--- config.mk ---
export PLATFORM = sky130hd
export DESIGN_NAME = sipu_cell
export DESIGN_NICKNAME = d
export VERILOG_FILES = /design/src/design/segment_intersection_point_unit_macros.svh /design/src/design/sipu_pkg.sv /design/src/design/sipu_cell.sv
export SDC_FILE = /design/constraint.sdc
export NUM_CORES = 1
export LEC_CHECK = 0
export BUFFER_PORTS_ARGS = -buffer_cell sky130_fd_sc_hd__buf_2
export CORE_AREA = 4 4 198 200
export DETAILED_ROUTE_END_ITERATION = 16
export DIE_AREA = 0 0 202 204
export PLACE_DENSITY = 0.62
export SYNTH_ARGS = -nofsm -noshare
export SYNTH_HDL_FRONTEND = slang
export SYNTH_SLANG_ARGS = --single-unit
export TNS_END_PERCENT = 1
--- constraint.sdc ---
create_clock -name i_clk -period 4.4 [get_ports i_clk]
set_input_delay 0.66 -clock i_clk [delete_from_list [all_inputs] [get_ports i_clk]]
set_output_delay 0.66 -clock i_clk [all_outputs]
set_load 0.05 [all_outputs]
--- src/design/segment_intersection_point_unit_macros.svh ---
// Assertion helpers for the segment intersection point unit.
`ifndef SEGMENT_INTERSECTION_POINT_UNIT_MACROS_SVH
`define SEGMENT_INTERSECTION_POINT_UNIT_MACROS_SVH

// Same-cycle implication, checked outside reset.
`define SIPU_CHECK(lbl, ante, cons, msg) \
    lbl: assert property (@(posedge i_clk) disable iff (!i_rst_n) (ante) |-> (cons)) \
        else $error(msg);

// Next-cycle implication, checked outside reset.
`define SIPU_CHECK_NEXT(lbl, ante, cons, msg) \
    lbl: assert property (@(posedge i_clk) disable iff (!i_rst_n) (ante) |=> (cons)) \
        else $error(msg);

`endif

--- src/design/sipu_pkg.sv ---
package sipu_pkg;

    localparam int CB      = 16;          // coordinate width
    localparam int DIFF_W  = CB + 1;      // coordinate difference
    localparam int PROD_W  = 2 * CB + 2;  // product of two differences
    localparam int DET_W   = 2 * CB + 3;  // determinant
    localparam int CROSS_W = 2 * CB + 1;  // endpoint cross product
    localparam int CHI_W   = CROSS_W - CB;
    localparam int NUM_W   = 3 * CB + 4;  // intersection numerator
    localparam int REM_W   = 3 * CB + 5;  // divider remainder

    typedef logic signed [CB-1:0]     t_coord;
    typedef logic signed [DIFF_W-1:0] t_diff;
    typedef logic signed [PROD_W-1:0] t_prod;

    typedef struct packed {
        t_coord a_start_x;
        t_coord a_start_y;
        t_coord a_end_x;
        t_coord a_end_y;
        t_coord b_start_x;
        t_coord b_start_y;
        t_coord b_end_x;
        t_coord b_end_y;
    } t_req;

    typedef struct packed {
        logic   hit;
        t_coord cross_x;
        t_coord cross_y;
    } t_res;

    // Common extent of both segments on each axis.
    typedef struct packed {
        t_coord xlo;
        t_coord xhi;
        t_coord ylo;
        t_coord yhi;
    } t_bounds;

    // Word handed from cell to cell along the divider chain.
    typedef struct packed {
        logic [REM_W-1:0] rem_x;
        logic [REM_W-1:0] rem_y;
        logic [REM_W-1:0] den;
        logic [CB-1:0]    q_x;
        logic [CB-1:0]    q_y;
        logic             fail;
        t_bounds          bnd;
    } t_cell;

endpackage

--- src/design/sipu_cell.sv ---
module sipu_cell
    import sipu_pkg::*;
#(
    parameter int BIT = 0
)
(
    input  logic  i_clk,
    input  logic  i_rst_n,
    input  logic  i_valid,
    input  t_cell i_cell,
    output logic  o_valid,
    output t_cell o_cell
);

    logic [REM_W-1:0] shifted;
    t_cell n_cell;
    logic  r_valid;
    t_cell r_cell;

    // One restoring division step for both axes.
    always_comb begin
        shifted = i_cell.den << BIT;
        n_cell  = i_cell;
        if (i_cell.rem_x >= shifted) begin
            n_cell.rem_x    = i_cell.rem_x - shifted;
            n_cell.q_x[BIT] = 1'b1;
        end
        if (i_cell.rem_y >= shifted) begin
            n_cell.rem_y    = i_cell.rem_y - shifted;
            n_cell.q_y[BIT] = 1'b1;
        end
    end

    always_ff @(posedge i_clk) begin
        if (!i_rst_n) begin
            r_valid <= 1'b0;
        end else begin
            r_valid <= i_valid;
        end
        r_cell <= n_cell;
    end

    assign o_valid = r_valid;
    assign o_cell  = r_cell;

endmodule

# Word-level counts from Yosys, hierarchy flattened
# Cells that the tools add are included.
[word_totals] memories=0 in_bits=259 output_inout_bits=257 mem_bits_ro=0 latch_bits=0 regBits=257 mem_bits_rw=0 elab_cells=19
[op_classes] div_mod_pow=0 n_mul=0 order_cmp=2 n_reduce_logical=0 shifts=0 bitwise_logic=0 n_mux=2 add_sub_neg=2 n_eq_ne=0
[op_table] operator="$ge 53x53->1" count=2
[op_table] operator="$mux 53" count=2
[op_table] operator="$sub 53x53->53" count=2

# Longest topological paths before layout
# Gate-level depths: netlist (run 1).
[logic_depth] depth_word=2 ltp_mapped=14

# Worst setup path before layout (run 1)
# No wires, ideal clock.
[synth_path] path_type="input -> register" start="input port i_cell[105] (netlist bit)" end="register r_cell, in the netlist o_cell[185]" setup_ns=0.123 slack_ns=0.690 required_ns=4.277 cell_stages=13 path_buffers=2 t_arrival_ns=3.587 cell_sequence="inv_1 ha_1 and3_1 nand2_1 a211o_1 a211o_1 a211o_1 a211o_1 a311o_1 nand2_2 buf_6 buf_8 mux2_1"
[synth_lines] element="start, declared" line="sipu_cell.sv:10" text="input t_cell i_cell,"
[synth_lines] element="end signal, assigned" line="sipu_cell.sv:40" text="r_cell <= n_cell;"
[synth_lines] element="end, declared" line="sipu_cell.sv:18" text="t_cell r_cell;"

==> impl_metrics.csv, run 1 <==
group,metric,value,unit
finish,postLayoutCellArea,17400,um2
power,p_total,8070,uW
grt,grt_pass1_vias,13230,
grt,grt.overflow.total,0,
finish,fin_nets,2362,
timing,fin_ws,795,ps
yosys,synthCells,1498,
timing,slew_headroom,0.468,
placed_design,placed_cell_area,16300,um2
worst_setup_path,startpoint_type,"input port",
grt,grt_pass1_wl,83300,um
drt,vias_per_cell,5.23,
yosys,async_flop_share,0,
drt,dr.pass1.iters,8,
clocking,cts-root-buf,"clkbuf_16",
clocking,numCtsBuffers,30,
clocking,h-tree-depth,1,
floorplan,core_area,37400,um2
clocking,cts_tree,"yes",
placed_design,place_congestion,0.927,
yosys,synth_commonest_cells,"257 x dfxtp_1, 140 x nand2_1, 131 x a21oi_1",
floorplan,ios,516,
timing,min_period,3600,ps
worst_setup_path,cp-end-kind,"flip-flop",
worst_setup_path,critical_path_class,"in -> reg",
yosys,synth_largest_area_cell,"dfxtp_1",
drt,ant_nets,0,
status,status,"finished, final reports clean",
drt,num_vias,13289,
floorplan,die_y,204,um
finish,area_growth,32.2,%
worst_setup_path,cp_common_cell,"a211o_1",
worst_setup_path,critical_path.cell_chain,"buf_2 > inv_1 > ha_1 > and3_1 > nand2_1 > a211o_1 > a211o_1 > a211o_1 > a211o_1 > a311o_1 > nand2_2 > buf_12 > mux2_1",
timing,slew_violations,0,
power,ir_drop,300,uV
timing,fin_crit_sh,0.819,
clocking,post_cts_buffers,0,
drt,drcViolationCount,0,
timing,setup_tns,0,ps
yosys,syn_area,13200,um2
yosys,synth_top_cell_area_share,0.391,
finish,fillerInstances,3716,
timing,rsz0062_at_grt,"false",
placed_design,dp_hpwl,48700,um
yosys,yosysSeqAreaShare,0.391,
floorplan,die_area,41200,um2
drt,wire_per_inst,22.7,um
finish,drive_gt1_frac,0.314,
yosys,ys_warn_count,0,
grt,grt_antenna_before_repair,22,
yosys,yosys.cell_types.count,69,
yosys,synth_edf_count,0,
clocking,clk_path_buf_depth,3,
worst_setup_path,cp_slowest_cell,"a311o_1",
power,powerDensity,464,nW/um2
floorplan,rows,71,
drt,drt_iter0_markers,951,
floorplan,start_util,0.352,
worst_setup_path,required,4840,ps
worst_setup_path,cp_max_fo,25,
clocking,cts_resized,0,
timing,setup_viol,0,
grt,grt_usage,0.264,
worst_setup_path,worst_path_largest_cell_delay,440,ps
clocking,clock-sinks,257,
yosys,avgSynthCellArea,8.79,um2
run,drv_cap,0,
yosys,synth-seq-cells,257,
timing,fmax,277,MHz
finish,final_util,0.465,
yosys,synth_flop_cell,"dfxtp_1",
placed_design,port-buffer-count,515,
drt,wirelength,57800,um
timing,hold_viol_final,0,
timing,worstMarginPinSlew,797,ps
worst_setup_path,cp.arrival,4040,ps
clocking,ctsHoldBuffers,0,
yosys,yosysMostFrequentCell,"dfxtp_1",
clocking,clk_pin_slew,70,ps
placed_design,preCtsSetupSlack,239,ps
floorplan,die_w,202,um
yosys,synth.area.top_cells,"dfxtp_1 39%, ha_1 10%, a21oi_1 5.0%",
grt,grt_max_degree,50,
yosys,syn_nets,1865,
worst_hold_path,hp-class,"in -> reg",
power,p_leak,0.00847,uW
through the flow:
stage	hold WS [ps]	instances
2_1_floorplan	688	1498
3_3_place_gp	762	2474
3_5_place_dp	764	2474
4_1_cts	158	2530
5_1_grt	163	2537
6_report	190	2543
placed cells by master, fill, tap and decap left out, types with 6 or more instances in the layout:
cell type	synthesis	layout
o31ai_1	11	11
inv_1	85	85
a31oi_1	19	19
o21a_1	12	12
nor2_1	54	53
xnor2_1	63	63
a21oi_1	131	131
buf_4	3	15
inv_6	0	6
a21boi_0	6	6
xor2_1	27	27
diode_2	0	13
nand3_1	33	33
o211ai_1	7	7
o21bai_1	26	26
and2_1	18	18
o21ai_0	105	105
and4_1	9	9
a21o_1	65	65
o22ai_1	6	6
mux2_1	10	10
a211o_1	7	7
nor2b_1	14	14
nand2_1	140	140
buf_2	0	515
and3_1	22	22
nand2b_1	8	8
mux2_2	29	29
dfxtp_1	257	257
ha_1	106	106
clkbuf_16	0	31
or3_1	7	7
nor3_1	37	37
nand4_1	37	37
worst max-delay path, delay by kind of cell:
| kind | cells | cell delay (ps) |
|---|---|---|
| adders and majority gates | 1 | 380 |
| muxes | 1 | 360 |
| and+or+nand+nor | 3 | 510 |
| buffers and inverters | 3 | 360 |
| AOI/OAI and AO/OA | 5 | 1750 |
power by group:
group | leakage, uW | switching [uW] | internal [uW]
Clock | 0.000521 | 1060 | 1620
Combinational | 0.00578 | 1940 | 798
Sequential | 0.00217 | 69.5 | 2580
Total | 0.00847 | 3080 | 5000
cells by family (layout without fill, tap and decap cells):
group,after synthesis,after routing,synth area share
AO/OA/AOI/OAI,443,443,0.212
AND/OR/NAND/NOR,405,405,0.153
flip-flops,257,257,0.391
buffers and inverters,154,675,0.0462
adder cells (fa/ha/maj),108,108,0.104
XOR/XNOR,90,90,0.0599
multiplexers,41,41,0.0349
other,0,13,0
final cells by class:
| type | count | area (um2) | share of cell area |
|---|---|---|---|
| Multi-Input combinational cell | 1087 | 7420 | 0.426 |
| Sequential cell | 257 | 5140 | 0.296 |
| Timing Repair Buffer | 534 | 2770 | 0.159 |
| Clock buffer | 38 | 852 | 0.0489 |
| Tap cell | 511 | 639 | 0.0367 |
| Inverter | 85 | 319 | 0.0183 |
| Clock inverter | 18 | 226 | 0.0130 |
| Antenna cell | 13 | 32.5 | 0.00187 |
state kept, by name, summed over array words and instances (netlist names):
signal   cells
o_valid      1
o_cell     256
layer usage:
metal  wire (um)  vias up  GRT usage  part of all wire
met5         131        -          0            0.0023
met4        2480       18      0.113             0.043
met3        4110      125     0.0620             0.071
met2       28100      555      0.458              0.49
met1       23000     6215      0.314              0.40
li1            -     6376          -                 -
worst paths after layout:
check | from | to | cells after the start
setup / recovery | i_cell[105] | o_cell[187] | 13
hold / removal | i_cell[55] | o_cell[55] | 1
Power figures use the tool's default switching activity.
==> run 2: changes to the inputs <==
Settings changed: PLACE_DENSITY 0.62 to 0.64.
Clock period 4.4 ns to 3 ns, I/O delays scaled along.
==> run 2 against run 1 <==
  * Die area unchanged
  * Setup slack worse by 760 ps
  * First-iteration DRC count down 12%
  * Sequential power up 48%
  * Combinational power up 78%
  * Critical path type unchanged
  * Critical endpoint is now o_cell[169]
  * Largest cell class unchanged
==> impl_metrics.csv, run 2 (same netlist as run 1, synthesis figures left out) <==
group,metric,value,unit
power,switching_share,0.374,
floorplan,start_util,0.352,
timing,setup_viol,0,
status,status,"finished, final reports clean",
power,pwr-share-clk,0.297,
grt,grt_antenna_before_repair,5,
power,ir_drop,435,uV
worst_setup_path,cp_max_fo,20,
grt,grt_usage,0.279,
worst_setup_path,cp.arrival,3410,ps
floorplan,core_area,37400,um2
drt,vias_per_cell,4.97,
timing,slew_violations,0,
clocking,clk_path_buf_depth,3,
drt,ant_nets,0,
placed_design,dp_hpwl,49900,um
finish,area_growth,67.0,%
grt,grt_pass1_vias,15772,
finish,layout_commonest_cell,"buf_2",
timing,min_period,2960,ps
placed_design,placedCellCount,2889,
power,p_seq_frac,0.313,
drt,num_vias,15302,
clocking,h-tree-depth,1,
worst_setup_path,startpoint_type,"input port",
finish,final_util,0.588,
placed_design,port-buffer-count,515,
worst_hold_path,hold_path_depth,1,
timing,worstMarginPinSlew,520,ps
finish,final_cell_mix,"514 x buf_2, 429 x buf_4, 257 x dfxtp_1",
timing,rsz0062_at_grt,"true",
drt,drcViolationCount,0,
power,p_total,12500,uW
finish,fin_nets,2908,
drt,wire_per_inst,19.8,um
timing,fin_crit_sh,0.987,
finish,largest_register_ffs,256,
floorplan,rows,71,
finish,drive_gt1_frac,0.423,
power,combPwrFrac,0.390,
worst_setup_path,critical_path_class,"in -> reg",
drt,dr.pass1.iters,5,
clocking,numCtsBuffers,28,
worst_setup_path,cp-end-kind,"flip-flop",
grt,grt_pass1_wl,91000,um
floorplan,die_w,202,um
clocking,clock-sinks,257,
timing,slew_headroom,0.653,
power,p_int,7830,uW
floorplan,die_area,41200,um2
worst_hold_path,hp-class,"in -> reg",
timing,fmax,338,MHz
floorplan,ios,516,
clocking,clk_pin_slew,60,ps
floorplan,die_y,204,um
power,p_leak,0.0111,uW
finish,fillerInstances,3359,
power,switchingPower,4670,uW
drt,wirelength,61100,um
finish,layout.cells.non_filler,3077,
placed_design,place_congestion,0.930,
worst_setup_path,required,3450,ps
clocking,cts_tree,"yes",
power,powerDensity,569,nW/um2
grt,grt_max_degree,44,
timing,hold_viol_final,0,
grt,grt.overflow.total,0,
drt,drt_iter0_markers,836,
run,drv_cap,0,
timing,setup_tns,0,ps
clocking,cts-root-buf,"clkbuf_16",
-- run 2: cell count changes in the layout (fill, tap and decap cells not counted), sizes merged --
| cell | change |
|---|---|
| clkinvlp | -3 |
| buf | +415 |
| dlygate4sd3 | +131 |
| clkinv | +5 |
| diode | -10 |
| clkbuf | -1 |
| inv | -3 |
-- run 2: final timing paths --
path / start / endpoint
setup / recovery: i_cell[101] / o_cell[169]
hold / removal: i_cell[106] / o_cell[106]
-- run 2: timing repair --
action	4_1_cts	5_1_grt
setup buffers	0	1
cloned	0	1
hold buffers	131	0
endpoints found under the setup margin	14	84
endpoints found under the hold margin	131	0
resized for setup	2	18
pin swaps	1	2
-- run 2: layout make-up --
type	instances	area [um2]	area share
diodes	3	7.51	0.000342
well taps	511	639	0.0291
inverters	85	339	0.0154
clock inverters	17	216	0.00985
multi-input cells	1087	7610	0.346
flip-flops and latches	257	5140	0.234
clock buffers	35	768	0.0350
repair buffers	1082	7250	0.330
-- run 2: power groups by stage --
stage	sequential, uW	clock [uW]	combinational (uW)
after CTS	3910	3780	4830
after detailed placement	3980	0	4670
after global routing	3940	3920	5170
final	3910	3710	4870
after global placement	3980	0	4640
after floorplan	5280	0	1520
-- run 2: metal layers --
| layer | GRT usage | up-vias | wire length, um |
|---|---|---|---|
| met4 | 0.0925 | 4 | 2220 |
| met3 | 0.0387 | 116 | 3240 |
| li1 | - | 7455 | - |
| met2 | 0.508 | 481 | 30200 |
| met5 | 0 | - | 23 |
| met1 | 0.340 | 7246 | 25400 |
-- run 2: through the flow --
step	hold WS (ps)	worst slack [ps]	cell area, um2
after floorplan	478	-258	13400
after global placement	552	-665	19600
after detailed placement	554	-612	19600
after CTS	4.19	17.6	21900
after global routing	22.3	-61.8	22000
final	33.6	39.2	22000
-- run 2: worst max-delay path, stage by stage --
cell and delay [ps]:
clkbuf_4 160, inv_12 40, ha_4 280, nand3_2 80
o21bai_1 180, a211o_1 280, a211o_1 300, a211o_1 310
a211o_1 320, a311o_1 330, nand2_4 120, buf_12 180
mux2_2 360
